<file path="src/rtl/rabs_pkg.sv">
// ----------------------------------------------------------------------------
// rabs_pkg
// Shared types and constants of the running average background subtractor:
// register map, command codes, port payloads and size defaults.
// ----------------------------------------------------------------------------
package rabs_pkg;

  localparam int MAX_WIDTH_DEF     = 512;
  localparam int MAX_HEIGHT_DEF    = 256;
  localparam int FRACTION_BITS_DEF = 8;

  localparam int PIX_W      = 8;
  localparam int FW_W       = 10;
  localparam int FH_W       = 9;
  localparam int THR_W      = 9;
  localparam int RATE_W     = 17;
  localparam int CFG_IDX_W  = 2;
  localparam int CFG_DATA_W = 17;

  localparam int ALPHA_SHIFT = 16;
  localparam logic [RATE_W-1:0] ALPHA_ONE = RATE_W'(1) << ALPHA_SHIFT;

  localparam logic [FW_W-1:0]   FRAME_WIDTH_RST   = FW_W'(320);
  localparam logic [FH_W-1:0]   FRAME_HEIGHT_RST  = FH_W'(240);
  localparam logic [THR_W-1:0]  DIST_THRESH_RST   = THR_W'(25);
  localparam logic [RATE_W-1:0] LEARNING_RATE_RST = RATE_W'(655);

  localparam logic CMD_PIXEL = 1'b0;
  localparam logic CMD_CLEAR = 1'b1;

  typedef enum logic [CFG_IDX_W-1:0] {
    REG_FRAME_WIDTH    = 2'd0,
    REG_FRAME_HEIGHT   = 2'd1,
    REG_DIST_THRESHOLD = 2'd2,
    REG_LEARNING_RATE  = 2'd3
  } cfg_reg_t;

  typedef struct packed {
    logic             cmd;
    logic [PIX_W-1:0] blue;
    logic [PIX_W-1:0] green;
    logic [PIX_W-1:0] red;
  } in_payload_t;

  typedef struct packed {
    logic foreground;
    logic priming;
    logic last_of_frame;
  } out_payload_t;

  typedef struct packed {
    logic priming;
    logic last;
  } pix_tag_t;

endpackage

</file>
<file path="src/rtl/rabs_update.sv">
// ----------------------------------------------------------------------------
// rabs_update
// Read-modify-write datapath: distance and blend products from the stored
// background, threshold compare, write-back and the output register.
// ----------------------------------------------------------------------------
module rabs_update #(
  parameter int ADDR_W        = 17,
  parameter int FRACTION_BITS = rabs_pkg::FRACTION_BITS_DEF,
  parameter int CH_W          = rabs_pkg::PIX_W + FRACTION_BITS,
  parameter int DATA_W        = 3 * CH_W
) (
  input  logic                            clk,
  input  logic                            rst_n,
  input  logic                            pix_valid,
  input  logic [ADDR_W-1:0]               pix_addr,
  input  rabs_pkg::pix_tag_t              pix_tag,
  input  rabs_pkg::in_payload_t           pix_data,
  input  logic [DATA_W-1:0]               rd_data,
  input  logic [rabs_pkg::THR_W-1:0]      thr,
  input  logic [rabs_pkg::RATE_W-1:0]     alpha,
  input  logic [ADDR_W-1:0]               chk_addr,
  output logic                            conflict,
  output logic                            take_ready,
  output logic                            wr_en,
  output logic [ADDR_W-1:0]               wr_addr,
  output logic [DATA_W-1:0]               wr_data,
  output logic                            out_valid,
  input  logic                            out_ready,
  output rabs_pkg::out_payload_t          out_payload
);

  localparam int SQ_W   = 2 * CH_W;
  localparam int SUM_W  = SQ_W + 2;
  localparam int PROD_W = CH_W + rabs_pkg::RATE_W;
  localparam int TSQ_W  = 2 * rabs_pkg::THR_W;

  logic                          s1_v_r;
  logic [ADDR_W-1:0]             s1_addr_r;
  rabs_pkg::pix_tag_t            s1_tag_r;
  logic [2:0][rabs_pkg::PIX_W-1:0] s1_pix_r;

  logic                          s2_v_r;
  logic [ADDR_W-1:0]             s2_addr_r;
  rabs_pkg::pix_tag_t            s2_tag_r;
  logic [2:0][SQ_W-1:0]          s2_sq_r;
  logic [2:0][CH_W-1:0]          s2_step_r;
  logic [2:0]                    s2_up_r;
  logic [2:0][CH_W-1:0]          s2_bg_r;
  logic [2:0][CH_W-1:0]          s2_cur_r;

  logic                          out_v_r;
  rabs_pkg::out_payload_t        out_r;
  logic [TSQ_W-1:0]              thr_sq_r;

  logic                          s1_adv;
  logic                          s2_adv;
  logic [2:0][CH_W-1:0]          s1_cur;
  logic [2:0][CH_W-1:0]          s1_bg;
  logic [2:0][CH_W-1:0]          s1_mag;
  logic [2:0]                    s1_up;
  logic [2:0][SQ_W-1:0]          s1_sq;
  logic [2:0][PROD_W-1:0]        s1_prod;
  logic [2:0][CH_W-1:0]          s1_step;

  logic [SUM_W-1:0]              dist_sq;
  logic [SUM_W-1:0]              limit;
  logic                          fg;
  logic [2:0][CH_W-1:0]          new_bg;

  assign s2_adv     = s2_v_r && (!out_v_r || out_ready);
  assign s1_adv     = s1_v_r && (!s2_v_r || s2_adv);
  assign take_ready = !s1_v_r || s1_adv;
  assign conflict   = (s1_v_r && (s1_addr_r == chk_addr)) ||
                      (s2_v_r && (s2_addr_r == chk_addr));

  always_comb begin
    for (int c = 0; c < 3; c++) begin
      s1_cur[c]  = CH_W'(s1_pix_r[c]) << FRACTION_BITS;
      s1_bg[c]   = rd_data[c*CH_W +: CH_W];
      s1_up[c]   = (s1_cur[c] >= s1_bg[c]);
      s1_mag[c]  = s1_up[c] ? (s1_cur[c] - s1_bg[c]) : (s1_bg[c] - s1_cur[c]);
      s1_sq[c]   = SQ_W'(s1_mag[c]) * SQ_W'(s1_mag[c]);
      s1_prod[c] = PROD_W'(s1_mag[c]) * PROD_W'(alpha);
      s1_step[c] = s1_prod[c][rabs_pkg::ALPHA_SHIFT +: CH_W];
    end
  end

  always_comb begin
    dist_sq = SUM_W'(s2_sq_r[0]) + SUM_W'(s2_sq_r[1]) + SUM_W'(s2_sq_r[2]);
    limit   = SUM_W'(thr_sq_r) << (2 * FRACTION_BITS);
    fg      = !s2_tag_r.priming && (dist_sq > limit);
    for (int c = 0; c < 3; c++) begin
      if (s2_tag_r.priming) begin
        new_bg[c] = s2_cur_r[c];
      end else if (s2_up_r[c]) begin
        new_bg[c] = s2_bg_r[c] + s2_step_r[c];
      end else begin
        new_bg[c] = s2_bg_r[c] - s2_step_r[c];
      end
    end
  end

  assign wr_en   = s2_adv;
  assign wr_addr = s2_addr_r;
  assign wr_data = new_bg;

  always_ff @(posedge clk) begin
    thr_sq_r <= TSQ_W'(thr) * TSQ_W'(thr);
  end

  always_ff @(posedge clk) begin
    if (!rst_n) begin
      s1_v_r <= 1'b0;
      s2_v_r <= 1'b0;
      out_v_r <= 1'b0;
    end else begin
      if (pix_valid) begin
        s1_v_r <= 1'b1;
      end else if (s1_adv) begin
        s1_v_r <= 1'b0;
      end
      if (s1_adv) begin
        s2_v_r <= 1'b1;
      end else if (s2_adv) begin
        s2_v_r <= 1'b0;
      end
      if (s2_adv) begin
        out_v_r <= 1'b1;
      end else if (out_ready) begin
        out_v_r <= 1'b0;
      end
    end
  end

  always_ff @(posedge clk) begin
    if (pix_valid) begin
      s1_addr_r   <= pix_addr;
      s1_tag_r    <= pix_tag;
      s1_pix_r[0] <= pix_data.blue;
      s1_pix_r[1] <= pix_data.green;
      s1_pix_r[2] <= pix_data.red;
    end
    if (s1_adv) begin
      s2_addr_r <= s1_addr_r;
      s2_tag_r  <= s1_tag_r;
      s2_sq_r   <= s1_sq;
      s2_step_r <= s1_step;
      s2_up_r   <= s1_up;
      s2_bg_r   <= s1_bg;
      s2_cur_r  <= s1_cur;
    end
    if (s2_adv) begin
      out_r.foreground    <= fg;
      out_r.priming       <= s2_tag_r.priming;
      out_r.last_of_frame <= s2_tag_r.last;
    end
  end

  assign out_valid   = out_v_r;
  assign out_payload = out_r;

endmodule

</file>
<file path="config.mk">
export PLATFORM = sky130hd
export DESIGN_NAME = rabs_update
export DESIGN_NICKNAME = d
export VERILOG_FILES = /design/src/rtl/rabs_pkg.sv /design/src/rtl/rabs_update.sv
export SDC_FILE = /design/constraint.sdc
export NUM_CORES = 2
export LEC_CHECK = 0
export BUFFER_PORTS_ARGS = -buffer_cell sky130_fd_sc_hd__buf_2
export CORE_MARGIN = 2
export CORE_UTILIZATION = 30
export DETAILED_ROUTE_END_ITERATION = 16
export MAX_ROUTING_LAYER = met4
export PLACE_DENSITY = 0.41
export SKIP_CTS_REPAIR_TIMING = 1
export SLEW_MARGIN = 25
export SYNTH_ARGS = -nofsm -noshare
export SYNTH_HDL_FRONTEND = slang
export SYNTH_SLANG_ARGS = --single-unit
</file>
<file path="constraint.sdc">
create_clock -name clk -period 37.5 [get_ports clk]
set_clock_uncertainty 0.15 [all_clocks]
set_input_delay 5.625 -clock clk [delete_from_list [all_inputs] [get_ports clk]]
set_output_delay 5.625 -clock clk [all_outputs]
set_load 0.02 [all_outputs]
</file>
==> impl_metrics.tcl <==
set metrics [dict create \
    cts_buffers 40 \
    postRouteAntennaNets 0 \
    critPathLaunch "rd_data[16]" \
    synth_ff_type "edfxtp_1" \
    ys_warn_count 0 \
    hold_viol 0 \
    placed_cells 9988 \
    clk_latency_ps 630 \
    antenna_found_initial 26 \
    vias 47120 \
    hpwl_um 148000 \
    relSlewSlack 0.319 \
    synthToLayoutAreaGrowth_pct 8.88 \
    cp-end-kind "flop" \
    wire_per_inst_um 18.9 \
    grt_overflow 0 \
    path_clk_slew_ps 60 \
    setup_viol 0 \
    synth_edf_count 278 \
    crit_top_cell "fa_1" \
    syn_area_mm2 0.0659 \
    io_pins 211 \
    crit_path_max_fanout 27 \
    die_area_mm2 0.224 \
    cp_slowest_cell "inv_1" \
    fin_crit_ps 15580 \
    fin_crit_sh 0.415 \
    portBuffers 209 \
    ctsHtreeMaxLevel 2 \
    slowest_delay_ps 690 \
    drtIter0Drc 2225 \
    clk_path_buf_depth 3 \
    drive_gt1_frac 0.0637 \
    cts_tree "built" \
    synth_cells 7068 \
    cp-start-kind "input port" \
    wl_um 191000 \
    critPathArrivalTime_ps 15770 \
    cp.required_ps 37700 \
    rsz0062_at_grt "false" \
    grt_max_degree 67 \
    cts_root_buf "clkbuf_16" \
    nets 9240 \
    cap_violations 0 \
    dr.pass1.iters 5 \
    final.setup.tns_ps 0 \
    grt_first_pass_wirelength_um 300000 \
    synth.distinct_cells 91 \
    row_count 172 \
    holdCritStartpoint "s2_tag_r[0]" \
    min_path_type "reg2reg" \
    vias_per_cell 4.68 \
    max_freq_mhz 64.2 \
    synth-async-reset-ratio 0 \
    max_slew.worst_pin.slew_ps 1020 \
    cts_sinks 298 \
    grt_pass1_vias 50733 \
    fp.dieH_um 473 \
    maxSlewViolCount 0 \
    fin_util 0.328 \
    ys_ff_latch 298 \
    r2r_start "s1_cur[24]" \
    die_w_um 473 \
    syn_area_per_cell_um2 9.33 \
    grtUsageTotal 0.178 \
    drcViolationCount 0 \
    path_class "in2reg" \
    initial_core_util 0.301 \
    status "complete, no violations" \
    gp_congestion 0.804 \
    fp.coreArea_mm2 0.219 \
    yosysSeqAreaShare 0.133 \
    stdcell_count 10068 \
]
==> worst max-delay path, delay by kind of cell <==
kind,cells,cell delay [ps]
adders and majority gates,8,3650
AOI/OAI and AO/OA,11,2680
buffers and inverters,6,2110
and+or+nand+nor,5,1440
xor gates and xnor gates,2,200
==> metal layers <==
layer  global-route usage  vias up  routed length, um
met5                    -        -                  0
met4               0.0308        0               3340
met3               0.0149      152               6810
met2                0.285      764              87800
met1                0.250    24140              92600
li1                     -    22064                  -
==> area by class of cell <==
type | count | area (um2)
inverter | 1582 | 5940
fill | 22868 | 147000
antenna | 8 | 20.0
clock inverter | 26 | 224
sequential | 298 | 8750
timing repair buffer | 288 | 1650
multi-input combinational | 4949 | 50500
tap | 2871 | 3590
clock buffer | 46 | 1080
==> synth_stat cells (23+ instances only) <==
cell type  count  area [um2]
o21a_1        41         308
a211oi_1      26         195
a21o_1       117         878
nor2_1       309        1160
clkbuf_1     224         841
nor2b_1       44         275
a31oi_1       28         175
nand4_1       23         144
nand2_1      809        3040
ha_1         760        9510
nand2b_1      28         175
nand3_1       56         280
a21oi_1      207        1040
o21bai_1      23         173
xnor2_1      194        1700
inv_1       1560        5860
edfxtp_1     278        8350
and2_1       458        2870
nor3_1        77         385
fa_1        1182       23700
xor2_1       128        1120
o21ai_0      126         631
and3_1        30         188
==> worst paths after layout <==
check / to / slack, ps / depth (start not counted)
setup reg to reg: s2_step_r[31] / 27560 / 30
hold reg to reg: out_payload[0] / 270 / 0
setup / recovery: s2_step_r[31] / 21920 / 32
hold / removal: out_payload[0] / 270 / 0
==> cells in the final DEF, fill, tap and decap left out, types with 11 or more instances in the layout <==
master | Yosys | routed
xnor2_2 | 1 | 14
or3_1 | 14 | 14
a21boi_0 | 14 | 13
a211oi_1 | 26 | 26
o21ai_0 | 126 | 126
ha_1 | 760 | 760
buf_2 | 11 | 206
o21bai_1 | 23 | 23
xor2_1 | 128 | 119
a21oi_1 | 207 | 206
buf_4 | 2 | 82
o21a_1 | 41 | 41
nor3_1 | 77 | 77
xnor2_1 | 194 | 181
nand2b_1 | 28 | 28
nand3_1 | 56 | 56
nand4_1 | 23 | 23
mux2_2 | 14 | 14
o31ai_1 | 22 | 21
nor4_1 | 22 | 22
a31oi_1 | 28 | 28
nor2b_1 | 44 | 44
fa_1 | 1182 | 1182
inv_1 | 1560 | 1559
dfxtp_1 | 20 | 20
and2_1 | 458 | 458
and3_1 | 30 | 30
a21o_1 | 117 | 117
or2_2 | 13 | 13
nor2_1 | 309 | 307
mux2i_1 | 11 | 11
clkbuf_16 | 0 | 42
nand2_1 | 809 | 808
edfxtp_1 | 278 | 278
inv_2 | 19 | 19
==> stage by stage <==
step	instance area, um2	worst slack, ps	hold slack [ps]
4_1_cts	71800	21870	270
3_3_place_gp	70500	21180	255
6_report	71800	21920	269
2_1_floorplan	65900	13760	250
5_1_grt	71800	21230	272
3_5_place_dp	70500	21270	255
==> kinds of logic after synthesis <==
| kind of cell | share of synthesized area |
|---|---|
| AOI/OAI and AO/OA | 0.0733 |
| xor gates and xnor gates | 0.0440 |
| adders and majority gates | 0.503 |
| buffers and inverters | 0.104 |
| DFF | 0.133 |
| muxes | 0.00406 |
| other | 0.0000569 |
| and+or+nand+nor | 0.139 |
==> sequential cells by signal (all words and copies together), names as in the netlist <==
register     count
out_payload      3
out_valid        1
s1_addr_r       17
s1_cur          24
s1_tag_r         2
s1_v_r           1
s2_bg_r         45
s2_cur_r        24
s2_sq_r         93
s2_step_r       48
s2_tag_r         2
s2_up_r          3
s2_v_r           1
thr_sq_r        17
wr_addr         17
Power is left out: the tool's default activity adds up to more than one toggle a clock period on the data nets, which glitch-free logic cannot reach.
