===== config.mk =====
export PLATFORM = sky130hd
export DESIGN_NAME = rabs_seq
export DESIGN_NICKNAME = d
export VERILOG_FILES = /design/src/rtl/rabs_pkg.sv /design/src/rtl/rabs_seq.sv
export SDC_FILE = /design/constraint.sdc
export NUM_CORES = 1
export LEC_CHECK = 0
export BUFFER_PORTS_ARGS = -buffer_cell sky130_fd_sc_hd__buf_2
export CORE_MARGIN = 3
export CORE_UTILIZATION = 50
export DETAILED_ROUTE_END_ITERATION = 16
export HOLD_SLACK_MARGIN = 0.06
export PLACE_DENSITY = 0.74
export SKIP_CTS_REPAIR_TIMING = 1
export SKIP_LAST_GASP = 1
export SYNTH_ARGS = -nofsm -noshare
export SYNTH_HDL_FRONTEND = slang
export SYNTH_SLANG_ARGS = --single-unit

===== constraint.sdc =====
create_clock -name clk -period 2 [get_ports clk]
set_input_delay 0.1 -clock clk [delete_from_list [all_inputs] [get_ports clk]]
set_output_delay 0.1 -clock clk [all_outputs]
set_load 0.1 [all_outputs]

===== src/rtl/rabs_pkg.sv =====
// ----------------------------------------------------------------------------
// rabs_pkg
// Shared types and constants of the running average background subtractor:
// register map, command codes, port payloads and size defaults.
// ----------------------------------------------------------------------------
package rabs_pkg;

  localparam int MAX_WIDTH_DEF     = 512;
  localparam int MAX_HEIGHT_DEF    = 256;
  localparam int FRACTION_BITS_DEF = 8;

  localparam int PIX_W      = 8;
  localparam int FW_W       = 10;
  localparam int FH_W       = 9;
  localparam int THR_W      = 9;
  localparam int RATE_W     = 17;
  localparam int CFG_IDX_W  = 2;
  localparam int CFG_DATA_W = 17;

  localparam int ALPHA_SHIFT = 16;
  localparam logic [RATE_W-1:0] ALPHA_ONE = RATE_W'(1) << ALPHA_SHIFT;

  localparam logic [FW_W-1:0]   FRAME_WIDTH_RST   = FW_W'(320);
  localparam logic [FH_W-1:0]   FRAME_HEIGHT_RST  = FH_W'(240);
  localparam logic [THR_W-1:0]  DIST_THRESH_RST   = THR_W'(25);
  localparam logic [RATE_W-1:0] LEARNING_RATE_RST = RATE_W'(655);

  localparam logic CMD_PIXEL = 1'b0;
  localparam logic CMD_CLEAR = 1'b1;

  typedef enum logic [CFG_IDX_W-1:0] {
    REG_FRAME_WIDTH    = 2'd0,
    REG_FRAME_HEIGHT   = 2'd1,
    REG_DIST_THRESHOLD = 2'd2,
    REG_LEARNING_RATE  = 2'd3
  } cfg_reg_t;

  typedef struct packed {
    logic             cmd;
    logic [PIX_W-1:0] blue;
    logic [PIX_W-1:0] green;
    logic [PIX_W-1:0] red;
  } in_payload_t;

  typedef struct packed {
    logic foreground;
    logic priming;
    logic last_of_frame;
  } out_payload_t;

  typedef struct packed {
    logic priming;
    logic last;
  } pix_tag_t;

endpackage


===== src/rtl/rabs_seq.sv =====
// ----------------------------------------------------------------------------
// rabs_seq
// Raster position sequencer: column, row and linear address of the next
// pixel, and the flags that mark the first-frame load and the frame's last pixel.
// ----------------------------------------------------------------------------
module rabs_seq #(
  parameter int COL_W  = 9,
  parameter int ROW_W  = 8,
  parameter int ADDR_W = 17
) (
  input  logic               clk,
  input  logic               rst_n,
  input  logic               restart,
  input  logic               step,
  input  logic [COL_W-1:0]   w_last,
  input  logic [ROW_W-1:0]   h_last,
  output logic [ADDR_W-1:0]  addr,
  output rabs_pkg::pix_tag_t tag
);

  logic [COL_W-1:0]  col_r;
  logic [ROW_W-1:0]  row_r;
  logic [ADDR_W-1:0] addr_r;
  logic              primed_r;
  logic              col_end;
  logic              frame_end;

  assign col_end     = (col_r == w_last);
  assign frame_end   = col_end && (row_r == h_last);
  assign tag.priming = !primed_r;
  assign tag.last    = frame_end;
  assign addr        = addr_r;

  always_ff @(posedge clk) begin
    if (!rst_n || restart) begin
      col_r    <= '0;
      row_r    <= '0;
      addr_r   <= '0;
      primed_r <= 1'b0;
    end else if (step) begin
      if (frame_end) begin
        col_r    <= '0;
        row_r    <= '0;
        addr_r   <= '0;
        primed_r <= 1'b1;
      end else if (col_end) begin
        col_r  <= '0;
        row_r  <= row_r + ROW_W'(1);
        addr_r <= addr_r + ADDR_W'(1);
      end else begin
        col_r  <= col_r + COL_W'(1);
        addr_r <= addr_r + ADDR_W'(1);
      end
    end
  end

endmodule


==> reports/qor.csv, run 1 <==
stage,metric,value,unit
outcome,status,"complete, no violations",
logic_synthesis,Ys Warns,0,
floorplan,Die W,67.17,um
critical_path,CP arrival,1.78,ns
clock_tree,maximum buffer depth of the clock tree,2,
placement,IO Port Bufs,39,
floorplan,Initial Util,0.5393,
clock_tree,clock slew at reported path FFs,0.07,ns
final_layout,share of layout cells above drive strength 1,0.2593,
placement,Setup WS pre-CTS,0.3270,ns
clock_tree,CTS H-tree lvls,2,
logic_synthesis,synthesized area per cell,8.277,sq um
logic_synthesis,Netlist cell types,34,
floorplan,Total Die Area,0.004511,sq mm
logic_synthesis,post-synth top area share,0.3746,
placement,post-DP HPWL,3.003,mm
final_layout,fin nets,293,
timing,FMAX,0.5306,GHz
logic_synthesis,Area contributors post-synth,"dfxtp_1 37%, xor2_1 13%, nand2_1 4.6%, nor2_1 4.6%, nand4_1 3.7%",
pwr,power per cell area,605.3,mW/mm^2
logic_synthesis,Mapped Area,0.001871,sq mm
critical_path,crit start category,flop,
timing,setup violators final,0,
routing,DR pass1 iterations,5,
global_route,vias in the first global route,1535,
floorplan,DIE HEIGHT,67.17,um
timing,measured slew at the worst slew-check pin,0.5214,ns
min_path,launch point of the worst hold path,step,
logic_synthesis,"Seq/Total Area, Yosys",0.3746,
critical_path,CP startpoint,col_r[1],
timing,clock skew,0.006652,ns
routing,Avg WL per Cell,13.11,um
global_route,GRT Overall Usage,0.1919,
pwr,Max IR drop VDD,0.4130,mV
logic_synthesis,synthesized instance count,226,
routing,Final ANT Viol Nets,0,
logic_synthesis,"Net Count, Synth",250,
timing,crit path time final,1.885,ns
critical_path,WP data required,1.90,ns
clock_tree,TritonCTS buffer count,5,
pwr,Leakage,0.0008730,uW
logic_synthesis,#FFs+latches synth,35,
routing,Iteration-0 DRC Markers,129,
timing,RSZ-0062 raised after global routing,false,
critical_path,crit path kind,flop to primary output,
final_layout,# diodes,0,
job,maxcap violations,0,
floorplan,row cnt,21,
clock_tree,CTS tree,done,
critical_path,Worst Path Max Fanout,7,
timing,Slew headroom,0.6524,
timing,Max Slew Vio Count,0,
floorplan,io pins,40,
critical_path,crit path capture type,primary output,
clock_tree,clock sink count,35,
placement,Routability Congestion,0.8338,
logic_synthesis,leading area contributor after synthesis,dfxtp_1,
timing,period utilization,0.9423,
routing,via count,1763,
min_path,Worst Hold Class,input port to flop,
routing,drt via density,5.579,
global_route,first-pass GRT wire length,6.665,mm
timing,Final Hold Vio Count,0,
routing,WL final,4.143,mm
final_layout,Layout fillers,334,
global_route,total grt overflow,0,
critical_path,R2R Path Start,col_r[8],
clock_tree,clock root cell,clkbuf_8,
final_layout,"leading cell types in the layout, fill and taps excluded","38 x buf_2, 27 x xor2_1, 26 x dfxtp_1",
final_layout,"commonest non-fill, non-tap cell in the layout",buf_2,
global_route,initial antenna violation count,0,
routing,# DRC,0,
final_layout,P&R area growth vs syn,20.20,%
floorplan,Std-Cell Core Area,0.003468,sq mm
final_layout,Final Core Density,0.6483,
clock_tree,worst skew pair latency,0.28,ns
timing,Worst Slack Setup Final,0.1154,ns
global_route,largest net degree at the start of global routing,19,
==> layout make-up <==
class	instances	area, sq um	area share
clock buffers	8	100.1	0.04452
well taps	46	57.56	0.02560
multi-input cells	176	1097	0.4880
flip-flops and latches	35	711.9	0.3166
inverters	5	18.77	0.008347
repair buffers	46	262.8	0.1169
==> report_power, final <==
group	internal, uW	switching, uW
combinational	36.2	60.7
clock	314	247
sequential	699	3.10
==> metal layers <==
metal | vias up | global-route usage | part of all wire
li1 | 882 | - | -
met1 | 821 | 0.2492 | 0.45
met2 | 53 | 0.3190 | 0.47
met3 | 7 | 0.04326 | 0.065
met4 | 0 | 0.05316 | 0.0094
met5 | - | 0 | 0
==> state kept, by name, summed over array words and instances, names as in the netlist <==
name	cells
addr	17
col_r	9
row_r	8
primed_r	1
==> critical path, stage by stage, from the launching register on <==
cell and delay [ns]:
dfxtp_1 0.49, xor2_1 0.12, nor3_2 0.30, nand3_1 0.17, nor2_2 0.22, buf_12 0.21
==> metrics by stage <==
stage	cells	power [uW]	area [sq um]	TNS [ns]	hold slack, ns
CTS	315	1371	2238	0	0.2408
floorplan	226	776.2	1882	-0.02727	0.3309
global placement	307	812.6	2138	0	0.4518
global route	316	1410	2248	0	0.2831
detailed placement	307	814.1	2138	0	0.4616
finish	316	1361	2248	0	0.2400
==> worst paths after layout <==
kind | to | slack (ns) | depth (start not counted)
worst min-delay path | col_r[1] | 0.24 | 3
worst max register to register | addr[8] | 0.23 | 7
worst max-delay path | tag[0] | 0.12 | 5
worst min register to register | primed_r | 0.47 | 1
==> Yosys cell counts <==
master	n
nor2_1	23
buf_4	2
dfxtp_1	35
and3_1	3
nor4_1	3
nor3_2	1
o21ai_2	1
o32ai_1	1
inv_1	5
nand3b_1	1
ha_1	3
xnor2_1	7
nand4_1	11
nand3_1	13
buf_2	3
nand2b_1	1
a21oi_1	11
nand2_1	23
clkbuf_1	4
nor2b_1	1
xor2_1	27
or3_1	9
buf_6	1
or2_2	2
o21ai_0	9
nor3_1	8
o21a_1	1
o22ai_1	7
nand4b_1	1
nand2_4	1
a31oi_1	3
nand4_4	1
and4_1	3
nor4_4	1
==> kinds of logic (layout without fill, tap and decap cells) <==
group | after synthesis | in the layout | share of synthesized area
XOR/XNOR | 34 | 34 | 0.1592
AND/OR/NAND/NOR | 106 | 106 | 0.3057
buffers and inverters | 15 | 59 | 0.04013
adder cells (fa/ha/maj) | 3 | 3 | 0.02007
AO/OA/AOI/OAI | 33 | 33 | 0.1003
flip-flops | 35 | 35 | 0.3746
(Power assumes the default switching activity.)
==> run 2: changes to the inputs <==
CORE_ASPECT_RATIO = 1.4   (was not set)
==> run 2 against run 1 <==
First-iteration DRC count fell by 58%. Global-route usage rose by 0.74 points. Maximum frequency fell by 0.48%. Clock power barely moved. Setup slack got worse by 0.0090 ns. Hold slack got worse by 0.052 ns. Sequential cell count did not move. Critical path depth did not move. Critical endpoint unchanged. Highest routed layer unchanged.
==> reports/qor.csv, run 2 (synthesis gave the netlist of run 1 again) <==
stage,metric,value,unit
pwr,sw power,312.3,uW
routing,WL final,4.194,mm
clock_tree,clock slew at reported path FFs,0.07,ns
placement,post-DP HPWL,3.118,mm
final_layout,fin nets,293,
clock_tree,TritonCTS buffer count,5,
timing,Slew headroom,0.6467,
routing,via count,1776,
final_layout,share of layout cells above drive strength 1,0.2593,
timing,RSZ-0062 raised after global routing,false,
pwr,Seq pwr share,0.515,
clock_tree,clock sink count,35,
pwr,Leakage,0.0008733,uW
floorplan,Initial Util,0.5387,
routing,Avg WL per Cell,13.53,um
pwr,Comb power frac,0.070,
floorplan,row cnt,25,
critical_path,CP arrival,1.79,ns
placement,Routability Congestion,0.8339,
timing,measured slew at the worst slew-check pin,0.5289,ns
floorplan,Total Die Area,0.004522,sq mm
pwr,Tot Pwr,1362,uW
pwr,Clock power frac,0.414,
timing,crit path time final,1.894,ns
global_route,busiest grt layer,met2,
timing,Worst Hold Slack,0.1876,ns
outcome,status,"complete, no violations",
floorplan,DIE HEIGHT,78.37,um
clock_tree,maximum buffer depth of the clock tree,2,
routing,DR pass1 iterations,4,
pwr,internal cell power,1049,uW
floorplan,io pins,40,
final_layout,max reg flops,17,
critical_path,Worst R2R Setup Slack,0.30,ns
clock_tree,CTS tree,done,
critical_path,WP data required,1.90,ns
routing,Final ANT Viol Nets,0,
global_route,total grt overflow,0,
timing,FMAX,0.5281,GHz
timing,setup violators final,0,
global_route,M3 GR Usage,0.04934,
global_route,initial antenna violation count,0,
final_layout,P&R area growth vs syn,20.07,%
final_layout,"commonest non-fill, non-tap cell in the layout",buf_2,
critical_path,R2R Path End,col_r[8],
routing,drt via density,5.729,
timing,clock skew,0.002281,ns
critical_path,worst reg2reg path depth,6,
critical_path,Worst Path Max Fanout,4,
global_route,GRT Overall Usage,0.1993,
timing,final setup TNS,0,ns
job,maxcap violations,0,
routing,Iteration-0 DRC Markers,54,
pwr,Max IR drop VDD,0.5466,mV
timing,period utilization,0.9468,
min_path,Worst Hold Class,input port to flop,
routing,# DRC,0,
clock_tree,clock root cell,clkbuf_8,
floorplan,Std-Cell Core Area,0.003472,sq mm
global_route,M1 GR Usage,0.2347,
placement,post-placement cell count,302,
final_layout,# diodes,0,
clock_tree,CTS H-tree lvls,2,
pwr,power per cell area,606.3,mW/mm^2
placement,IO Port Bufs,39,
critical_path,crit path capture type,primary output,
final_layout,"leading cell types in the layout, fill and taps excluded","38 x buf_2, 27 x xor2_1, 26 x dfxtp_1",
timing,Final Hold Vio Count,0,
floorplan,Die W,57.70,um
critical_path,CP startpoint,col_r[8],
critical_path,Setup crit end,tag[0],
clock_tree,worst skew pair latency,0.28,ns
critical_path,crit start category,flop,
critical_path,crit path kind,flop to primary output,
global_route,met2 Use GR,0.3405,
global_route,first-pass GRT wire length,7.107,mm
global_route,largest net degree at the start of global routing,19,
final_layout,final std cells w/o fill,310,
critical_path,R2R Path Start,col_r[8],
global_route,vias in the first global route,1590,
timing,Max Slew Vio Count,0,
pwr,switch share,0.2293,
[run 2: cell counts in the layout (fill, tap and decap cells not counted)]
Identical to the previous run, type by type.
[run 2: layout make-up]
class	count	area [sq um]
clock buffer	8	100.1
sequential	35	711.9
inverter	5	18.77
multi-input combinational	176	1102
fill	334	1226
tap	40	50.05
timing repair buffer	46	262.8
[run 2: worst min-delay path by stage]
stage	depth (start not counted)	slack [ns]	end	start
5_1_grt	3	0.21	primed_r	restart
3_3_place_gp	1	0.45	primed_r	primed_r
3_5_place_dp	1	0.47	primed_r	primed_r
6_report	3	0.19	primed_r	restart
4_1_cts	3	0.19	primed_r	restart
2_1_floorplan	3	0.33	addr[4]	restart
[run 2: per-layer routing]
metal	vias up	part of all wire
met5	-	0
met4	0	0.021
met3	9	0.055
met2	58	0.52
met1	829	0.41
li1	880	-
[run 2: metrics by stage]
step	utilization	instance area, sq um	worst slack [ns]
2_1_floorplan	-	1882	-0.02727
3_3_place_gp	0.6159	2138	0.2756
3_5_place_dp	0.6159	2138	0.2613
4_1_cts	0.6447	2238	-0.05629
5_1_grt	0.6468	2246	0.009362
6_report	0.6468	2246	0.1064
[run 2: power by group through the flow]
stage	logic, uW	clock network (uW)	registers (uW)
final	95.9	564	702
after global routing	106	604	702
after CTS	96.0	572	702
after detailed placement	95.8	0	718
after global placement	94.8	0	718
after floorplan	47.7	0	728
[run 2: worst max-delay path, stage by stage (launching register included)]
cell	delay (ns)
dfxtp_1	0.33
xor2_1	0.18
nor4_4	0.42
nand3_1	0.21
nor2_4	0.18
buf_12	0.19
